### src/gfba_pkg.sv
package gfba_pkg;

    localparam int STACK_DEPTH = 50;
    localparam int CNT_W       = 6;
    localparam int ADDR_W      = $clog2(STACK_DEPTH);

    localparam logic [1:0] REQ_ALLOC = 2'd0;
    localparam logic [1:0] REQ_FREE  = 2'd1;
    localparam logic [1:0] REQ_HDR   = 2'd2;
    localparam logic [1:0] REQ_ENTRY = 2'd3;

    localparam logic [1:0] ST_OK    = 2'd0;
    localparam logic [1:0] ST_RANGE = 2'd1;
    localparam logic [1:0] ST_NONE  = 2'd2;
    localparam logic [1:0] ST_BUSY  = 2'd3;

    localparam logic [1:0] KIND_RESP = 2'd0;
    localparam logic [1:0] KIND_HDR  = 2'd1;
    localparam logic [1:0] KIND_ENT  = 2'd2;

    localparam logic [1:0] RS_IDLE = 2'd0;
    localparam logic [1:0] RS_HDR  = 2'd1;
    localparam logic [1:0] RS_RECV = 2'd2;

    localparam logic [1:0] CFG_FIRST = 2'd0;
    localparam logic [1:0] CFG_LIMIT = 2'd1;
    localparam logic [1:0] CFG_MAGIC = 2'd2;

    typedef struct packed {
        logic [1:0]  req_type;
        logic [31:0] blk_id;
        logic        inc_total;
        logic [31:0] hdr_magic;
        logic [31:0] hdr_count;
    } req_t;

    typedef struct packed {
        logic [1:0]  status;
        logic [1:0]  kind;
        logic [31:0] res_blk;
        logic [5:0]  word_index;
        logic [31:0] word_value;
        logic [5:0]  hdr_count_out;
        logic        refill_request;
        logic [5:0]  stack_fill;
        logic [31:0] total_free;
        logic        dirty;
        logic        last;
    } rsp_t;

    typedef struct packed {
        logic load_in;
        logic commit;
        logic spill_mode;
        logic spill_emit;
    } cmd_t;

    typedef struct packed {
        logic spill_req;
        logic out_free;
        logic spill_last;
    } stat_t;

endpackage

### src/gfba_ctrl.sv
module gfba_ctrl (
    input  logic           clk,
    input  logic           rst_n,
    input  logic           req_valid,
    output logic           req_stall,
    input  gfba_pkg::stat_t stat,
    output gfba_pkg::cmd_t  cmd
);

    localparam logic [1:0] S_IDLE  = 2'd0;
    localparam logic [1:0] S_EXEC  = 2'd1;
    localparam logic [1:0] S_SPILL = 2'd2;

    logic [1:0] state_reg;
    logic [1:0] state_next;

    always_comb
    begin
        state_next = state_reg;
        cmd        = '0;
        req_stall  = 1'b1;
        unique case (state_reg)
            S_IDLE:
            begin
                req_stall = 1'b0;
                if (req_valid)
                begin
                    cmd.load_in = 1'b1;
                    state_next  = S_EXEC;
                end
            end
            S_EXEC:
            begin
                // hold until the output register can take the result
                if (stat.out_free)
                begin
                    cmd.commit = 1'b1;
                    state_next = stat.spill_req ? S_SPILL : S_IDLE;
                end
            end
            S_SPILL:
            begin
                cmd.spill_mode = 1'b1;
                if (stat.out_free)
                begin
                    cmd.spill_emit = 1'b1;
                    if (stat.spill_last)
                    begin
                        state_next = S_IDLE;
                    end
                end
            end
            default:
            begin
                state_next = S_IDLE;
            end
        endcase
    end

    always_ff @(posedge clk or negedge rst_n)
    begin
        if (!rst_n)
        begin
            state_reg <= S_IDLE;
        end
        else
        begin
            state_reg <= state_next;
        end
    end

endmodule

### src/gfba_dp.sv
module gfba_dp (
    input  logic             clk,
    input  logic             rst_n,
    input  gfba_pkg::req_t   req_data,
    output logic             rsp_valid,
    input  logic             rsp_stall,
    output gfba_pkg::rsp_t   rsp_data,
    input  logic             cfg_valid,
    input  logic             cfg_ready,
    input  logic [1:0]       cfg_index,
    input  logic [31:0]      cfg_data,
    input  gfba_pkg::cmd_t   cmd,
    output gfba_pkg::stat_t  stat
);

    logic [31:0] mem [0:gfba_pkg::STACK_DEPTH-1];

    gfba_pkg::req_t in_reg;
    logic [31:0] first_reg;
    logic [31:0] limit_reg;
    logic [31:0] magic_reg;

    logic [gfba_pkg::CNT_W-1:0]  count_reg, count_next;
    logic [31:0]                 total_reg, total_next;
    logic                        dirty_reg, dirty_next;
    logic [1:0]                  rs_reg, rs_next;
    logic [gfba_pkg::CNT_W-1:0]  exp_reg, exp_next;
    logic [gfba_pkg::CNT_W-1:0]  pos_reg, pos_next;
    logic [gfba_pkg::ADDR_W-1:0] idx_reg, idx_next;
    logic [31:0]                 rdata_reg;
    gfba_pkg::rsp_t              out_reg, out_next;
    logic                        out_valid_reg, out_valid_next;

    logic [gfba_pkg::ADDR_W-1:0] rd_addr;
    logic [gfba_pkg::ADDR_W-1:0] pop_addr;
    logic                        wr_en;
    logic [gfba_pkg::ADDR_W-1:0] wr_addr;
    logic [gfba_pkg::CNT_W-1:0]  count_dec;
    logic [31:0]                 total_dec;
    logic [gfba_pkg::CNT_W-1:0]  pos_inc;
    logic                        in_range;
    logic                        hdr_good;
    logic                        spill_last;
    gfba_pkg::rsp_t              res;

    assign in_range  = (in_reg.blk_id >= first_reg) && (in_reg.blk_id < limit_reg);
    assign count_dec = count_reg - gfba_pkg::CNT_W'(1);
    assign total_dec = total_reg - 32'd1;
    assign pos_inc   = pos_reg + gfba_pkg::CNT_W'(1);
    assign hdr_good  = (in_reg.hdr_magic == magic_reg) && (in_reg.hdr_count != 32'd0)
                       && (in_reg.hdr_count <= 32'(gfba_pkg::STACK_DEPTH));
    assign pop_addr  = (count_reg == '0) ? '0 : gfba_pkg::ADDR_W'(count_dec);
    assign spill_last = (idx_reg == gfba_pkg::ADDR_W'(gfba_pkg::STACK_DEPTH - 1));

    assign stat.out_free   = !out_valid_reg || !rsp_stall;
    assign stat.spill_last = spill_last;
    assign stat.spill_req  = (in_reg.req_type == gfba_pkg::REQ_FREE)
                             && (rs_reg == gfba_pkg::RS_IDLE)
                             && in_range
                             && (count_reg >= gfba_pkg::CNT_W'(gfba_pkg::STACK_DEPTH));

    // spill walk index; the read address takes the next index value, so the registered read data lines up with it
    always_comb
    begin
        idx_next = idx_reg;
        if (cmd.commit)
        begin
            idx_next = '0;
        end
        else if (cmd.spill_emit)
        begin
            idx_next = spill_last ? '0 : idx_reg + gfba_pkg::ADDR_W'(1);
        end
        rd_addr = (cmd.spill_mode || cmd.commit) ? idx_next : pop_addr;
    end

    always_comb
    begin
        res            = '0;
        res.last       = 1'b1;
        count_next     = count_reg;
        total_next     = total_reg;
        dirty_next     = dirty_reg;
        rs_next        = rs_reg;
        exp_next       = exp_reg;
        pos_next       = pos_reg;
        wr_en          = 1'b0;
        wr_addr        = '0;
        out_next       = out_reg;
        out_valid_next = out_valid_reg && rsp_stall;

        if (cmd.commit)
        begin
            unique case (in_reg.req_type)
                gfba_pkg::REQ_ALLOC:
                begin
                    if (rs_reg != gfba_pkg::RS_IDLE)
                    begin
                        res.status = gfba_pkg::ST_BUSY;
                    end
                    else if (total_reg == 32'd0 || count_reg == '0)
                    begin
                        res.status = gfba_pkg::ST_NONE;
                    end
                    else
                    begin
                        count_next  = count_dec;
                        total_next  = total_dec;
                        dirty_next  = 1'b1;
                        res.res_blk = rdata_reg;
                        if (count_dec == '0 && total_dec != 32'd0)
                        begin
                            res.refill_request = 1'b1;
                            rs_next            = gfba_pkg::RS_HDR;
                        end
                    end
                end
                gfba_pkg::REQ_FREE:
                begin
                    if (rs_reg != gfba_pkg::RS_IDLE)
                    begin
                        res.status = gfba_pkg::ST_BUSY;
                    end
                    else if (!in_range)
                    begin
                        res.status = gfba_pkg::ST_RANGE;
                    end
                    else
                    begin
                        dirty_next = 1'b1;
                        if (in_reg.inc_total && total_reg != '1)
                        begin
                            total_next = total_reg + 32'd1;
                        end
                        if (stat.spill_req)
                        begin
                            // header beat first; the new block lands at entry 0 after the walk
                            count_next        = gfba_pkg::CNT_W'(1);
                            res.kind          = gfba_pkg::KIND_HDR;
                            res.res_blk       = in_reg.blk_id;
                            res.word_value    = magic_reg;
                            res.hdr_count_out = gfba_pkg::CNT_W'(gfba_pkg::STACK_DEPTH);
                            res.last          = 1'b0;
                        end
                        else
                        begin
                            count_next = count_reg + gfba_pkg::CNT_W'(1);
                            wr_en      = 1'b1;
                            wr_addr    = gfba_pkg::ADDR_W'(count_reg);
                        end
                    end
                end
                gfba_pkg::REQ_HDR:
                begin
                    if (rs_reg != gfba_pkg::RS_HDR)
                    begin
                        res.status = gfba_pkg::ST_BUSY;
                    end
                    else
                    begin
                        rs_next  = gfba_pkg::RS_IDLE;
                        exp_next = '0;
                        pos_next = '0;
                        if (hdr_good)
                        begin
                            rs_next  = gfba_pkg::RS_RECV;
                            exp_next = gfba_pkg::CNT_W'(in_reg.hdr_count);
                        end
                    end
                end
                gfba_pkg::REQ_ENTRY:
                begin
                    if (rs_reg != gfba_pkg::RS_RECV
                        || pos_reg >= gfba_pkg::CNT_W'(gfba_pkg::STACK_DEPTH))
                    begin
                        res.status = gfba_pkg::ST_BUSY;
                    end
                    else
                    begin
                        wr_en      = 1'b1;
                        wr_addr    = gfba_pkg::ADDR_W'(pos_reg);
                        pos_next   = pos_inc;
                        count_next = pos_inc;
                        if (pos_inc >= exp_reg)
                        begin
                            rs_next  = gfba_pkg::RS_IDLE;
                            exp_next = '0;
                            pos_next = '0;
                        end
                    end
                end
                default:
                begin
                    res.status = gfba_pkg::ST_BUSY;
                end
            endcase
            res.stack_fill = count_next;
            res.total_free = total_next;
            res.dirty      = dirty_next;
            out_next       = res;
            out_valid_next = 1'b1;
        end
        else if (cmd.spill_emit)
        begin
            out_next            = '0;
            out_next.kind       = gfba_pkg::KIND_ENT;
            out_next.res_blk    = in_reg.blk_id;
            out_next.word_index = 6'(idx_reg);
            out_next.word_value = rdata_reg;
            out_next.stack_fill = count_reg;
            out_next.total_free = total_reg;
            out_next.dirty      = dirty_reg;
            out_next.last       = spill_last;
            out_valid_next      = 1'b1;
            if (spill_last)
            begin
                wr_en   = 1'b1;
                wr_addr = '0;
            end
        end
    end

    always_ff @(posedge clk)
    begin
        if (wr_en)
        begin
            mem[wr_addr] <= in_reg.blk_id;
        end
        rdata_reg <= mem[rd_addr];
        out_reg   <= out_next;
        if (cmd.load_in)
        begin
            in_reg <= req_data;
        end
    end

    always_ff @(posedge clk or negedge rst_n)
    begin
        if (!rst_n)
        begin
            first_reg     <= 32'd0;
            limit_reg     <= '1;
            magic_reg     <= 32'd0;
            count_reg     <= '0;
            total_reg     <= 32'd0;
            dirty_reg     <= 1'b0;
            rs_reg        <= gfba_pkg::RS_IDLE;
            exp_reg       <= '0;
            pos_reg       <= '0;
            idx_reg       <= '0;
            out_valid_reg <= 1'b0;
        end
        else
        begin
            if (cfg_valid && cfg_ready)
            begin
                unique case (cfg_index)
                    gfba_pkg::CFG_FIRST: first_reg <= cfg_data;
                    gfba_pkg::CFG_LIMIT: limit_reg <= cfg_data;
                    gfba_pkg::CFG_MAGIC: magic_reg <= cfg_data;
                    default:             ;
                endcase
            end
            count_reg     <= count_next;
            total_reg     <= total_next;
            dirty_reg     <= dirty_next;
            rs_reg        <= rs_next;
            exp_reg       <= exp_next;
            pos_reg       <= pos_next;
            idx_reg       <= idx_next;
            out_valid_reg <= out_valid_next;
        end
    end

    assign rsp_valid = out_valid_reg;
    assign rsp_data  = out_reg;

endmodule

### src/grouped_free_block_allocator_top.sv
// A request beat is captured in the input register and executed once the output register
//   can take the result, which is then held in the output register.
// One request at a time: req_stall stays high from acceptance until the request is done, spill walk included.
// A free onto a full stack adds a spill walk over every stack entry (50),
//   one memory read per entry beat, which output stalls can hold.
// Reset (rst_n, async low) clears control and counters; stack memory is not cleared.
module grouped_free_block_allocator_top (
    input  logic           clk,
    input  logic           rst_n,
    // request channel: a beat moves when valid is high and stall is low
    input  logic           req_valid,
    output logic           req_stall,
    input  gfba_pkg::req_t req_data,
    // result channel: results of one request come in order, last marks the final beat
    output logic           rsp_valid,
    input  logic           rsp_stall,
    output gfba_pkg::rsp_t rsp_data,
    // configuration write channel, always ready; write only while idle
    input  logic           cfg_valid,
    output logic           cfg_ready,
    input  logic [1:0]     cfg_index,
    input  logic [31:0]    cfg_data
);

    gfba_pkg::cmd_t  cmd;
    gfba_pkg::stat_t stat;

    assign cfg_ready = 1'b1;

    // sequencer: idle, execute, spill walk
    gfba_ctrl u_ctrl (
        .clk       (clk),
        .rst_n     (rst_n),
        .req_valid (req_valid),
        .req_stall (req_stall),
        .stat      (stat),
        .cmd       (cmd)
    );

    // stack memory, counters, refill tracking, config registers and output register
    gfba_dp u_dp (
        .clk       (clk),
        .rst_n     (rst_n),
        .req_data  (req_data),
        .rsp_valid (rsp_valid),
        .rsp_stall (rsp_stall),
        .rsp_data  (rsp_data),
        .cfg_valid (cfg_valid),
        .cfg_ready (cfg_ready),
        .cfg_index (cfg_index),
        .cfg_data  (cfg_data),
        .cmd       (cmd),
        .stat      (stat)
    );

endmodule

### config.mk
export PLATFORM = sky130hd
export DESIGN_NAME = grouped_free_block_allocator_top
export DESIGN_NICKNAME = d
export VERILOG_FILES = /design/src/gfba_pkg.sv /design/src/gfba_ctrl.sv /design/src/gfba_dp.sv /design/src/grouped_free_block_allocator_top.sv
export SDC_FILE = /design/constraint.sdc
export NUM_CORES = 2
export LEC_CHECK = 0
export BUFFER_PORTS_ARGS = -buffer_cell sky130_fd_sc_hd__buf_2
export CORE_MARGIN = 2
export CORE_UTILIZATION = 50
export DETAILED_ROUTE_END_ITERATION = 10
export PLACE_DENSITY_LB_ADDON = 0.12
export SYNTH_ARGS = -nofsm -noshare
export SYNTH_HDL_FRONTEND = slang
export SYNTH_SLANG_ARGS = --single-unit
### constraint.sdc
create_clock -name clk -period 13.1 [get_ports clk]
set_input_delay 1.31 -clock clk [delete_from_list [all_inputs] [get_ports clk]]
set_output_delay 1.31 -clock clk [all_outputs]
set_load 0.005 [all_outputs]
==> metrics.yaml <==
drc: 0
rrSetupSlack_ns: 6.76
gp_congestion: 0.901
syn_area_per_cell_sq_um: 13.4
fp.dieW_um: 409
leakage_nw: 33.0
fin_nets: 6558
cts_buffers: 201
io_pins: 262
synth.most_common_cell: "edfxtp_1"
worstMarginPinSlew_ns: 1.26
drv_slew: 0
post-route-util_pct: 56.9
rsz0062_at_grt: "false"
syn_inst: 6127
numClockSinks: 2004
grt_usage_pct: 29.6
die-area_sq_mm: 0.167
fp-row-count: 148
synth-xor-area-share_pct: 0.706
via_count: 53900
critPathKind: "input port to flop"
port_buffers: 257
hold_path.class: "input port to async pin"
synth_top_area_cell: "edfxtp_1"
synth_edf_count: 1808
async_reset_ff_share_pct: 7.88
dp_hpwl_um: 143000
syn_to_final_growth_pct: 13.0
yosys.area_share.simple_pct: 11.9
synthFlopType: "edfxtp_1"
antenna_found_initial: 13
dp.cells: 8310
initial_core_util_pct: 50.3
yosys_warnings: 0
finalNonFillerCells: 8685
skew_ns: 0.0324
synthAdderAreaFrac_pct: 1.24
routed_wl_um: 251000
htreeDepth: 4
grt_pass1_wl_um: 360000
postRouteAntennaNets: 0
finalSetupTns_ns: 0
synth.area.top_cells: "edfxtp_1 66%, nand2_1 6.6%, dfrtp_1 3.9%"
cts_setup_buffers: 0
path_clk_slew_ns: 0.06
finalCritPeriodShare_pct: 49.3
grt_pass1_vias: 50200
worstRegToRegCells: 12
yosys.cell_types.count: 84
cts_resized: 0
synth.area.mux_share_pct: 2.52
multi_input_area_sq_mm: 0.0213
hold_buffers: 0
critPathMaxFanout: 165
critPathLaunchType: "input port"
coreArea_sq_mm: 0.163
worstSetupEndpointType: "flop"
largest_register_ffs: 1600
setup_viol: 0
hold_viol: 0
insertion_delay_ns: 0.84
synth_common_cells: "1808 x edfxtp_1, 1437 x nand2_1, 312 x clkbuf_1"
drt_first_pass_iters: 6
crit_arrival_ns: 7.19
fmax_mhz: 155
drv_cap: 0
detail_route.vias_per_cell: 6.20
wl_per_cell_um: 28.9
peakVddDrop_mv: 0.286
clock_path_buffers: 3
regArea_sq_mm: 0.0590
outcome: "completed"
cp.required_ns: 13.83
die-height_um: 409
power.density_mw_per_mm2: 222
synth-compound-area-share_pct: 9.02
synth.top_cell.area_share_pct: 66.3
nFillCells: 13200
synth-seq-area-share_pct: 72.2
grt-ovfl-total: 0
drt_iter0_drc: 6966
grt_max_degree: 166
cts_root_buf: "clkbuf_16"
synth_area_sq_mm: 0.0818
synth_top_family_by_area: "simple AND/OR/NAND/NOR gates"
min_period_ns: 6.45
relSlewSlack_pct: 15.8
tritoncts: "yes"
synth_seq_cells: 2004
drive_gt1_share_pct: 13.6
## cells in the final DEF (no fill, tap or decap), types with 81 or more instances in the layout
| cell type | count |
|---|---|
| edfxtp_1 | 1808 |
| nand2_1 | 1436 |
| a31oi_1 | 266 |
| mux2i_1 | 132 |
| ha_1 | 81 |
| inv_1 | 98 |
| nand3_1 | 194 |
| buf_2 | 256 |
| a21oi_1 | 106 |
| and3_1 | 237 |
| buf_4 | 159 |
| clkbuf_16 | 203 |
| o21ai_0 | 135 |
| a32oi_1 | 129 |
| dfrtp_1 | 126 |
## metal layers
layer	GRT usage (%)	wire (um)	vias up
li1	-	-	23500
met5	0	9	-
met4	8.59	7560	2
met1	42.6	104000	27400
met2	47.0	118000	2571
met3	4.27	21500	406
## kinds of logic after synthesis
family | after synthesis
and+or+nand+nor | 2212
adders and majority gates | 81
AOI/OAI and AO/OA | 1048
DFF | 2004
xor gates and xnor gates | 66
buffers and inverters | 516
other | 2
muxes | 198
## report_power, final
part           switching (mW)  internal, mW
registers               0.315          7.34
clock network            2.45          3.24
logic                    5.13          2.09
total                    7.89          12.7
## metrics by stage
step	cell area (sq um)	power, mW	setup slack [ns]	hold WS [ns]
after global placement	86000	14.9	6.13	0.451
after detailed placement	86000	14.9	6.00	0.453
final	92500	20.6	6.65	0.449
after CTS	92500	20.6	6.76	0.410
after global routing	92500	21.3	6.37	0.451
after floorplan	81800	11.9	7.11	0.440
## cell type report
| cell class | instances | share of cell area, % |
|---|---|---|
| Multi-Input combinational cell | 3609 | 23.0 |
| Tap cell | 2175 | 2.94 |
| Clock buffer | 277 | 5.89 |
| Timing Repair Buffer | 423 | 2.83 |
| Clock inverter | 93 | 1.06 |
| Sequential cell | 2004 | 63.8 |
| Antenna cell | 4 | 0.0108 |
| Inverter | 100 | 0.409 |
## worst max-delay path, stage by stage
cell      delay [ns]
buf_2           0.09
and2_1          0.31
nor2_4          0.06
buf_4           0.35
or4_1           0.63
buf_4           0.31
nand2_4         0.48
buf_12          0.56
buf_4           0.87
buf_4           0.70
nand2_1         0.11
and3_1          0.20
a31oi_1         0.15
o21ai_0         0.21
o311ai_0        0.36
## worst paths after layout
| check | start | end |
|---|---|---|
| min | rst_n | u_dp.total_reg[19] |
| max reg2reg | u_dp.in_reg[94] | u_dp.mem[23][19] |
| min in group clk | u_dp.rsp_data[81] | u_dp.rsp_data[81] |
| max in group asynchronous | rst_n | u_dp.magic_reg[9] |
| min reg2reg | u_dp.rsp_data[81] | u_dp.rsp_data[81] |
| max | rsp_stall | u_dp.rdata_reg[5] |
Power figures use the tool's default switching activity.
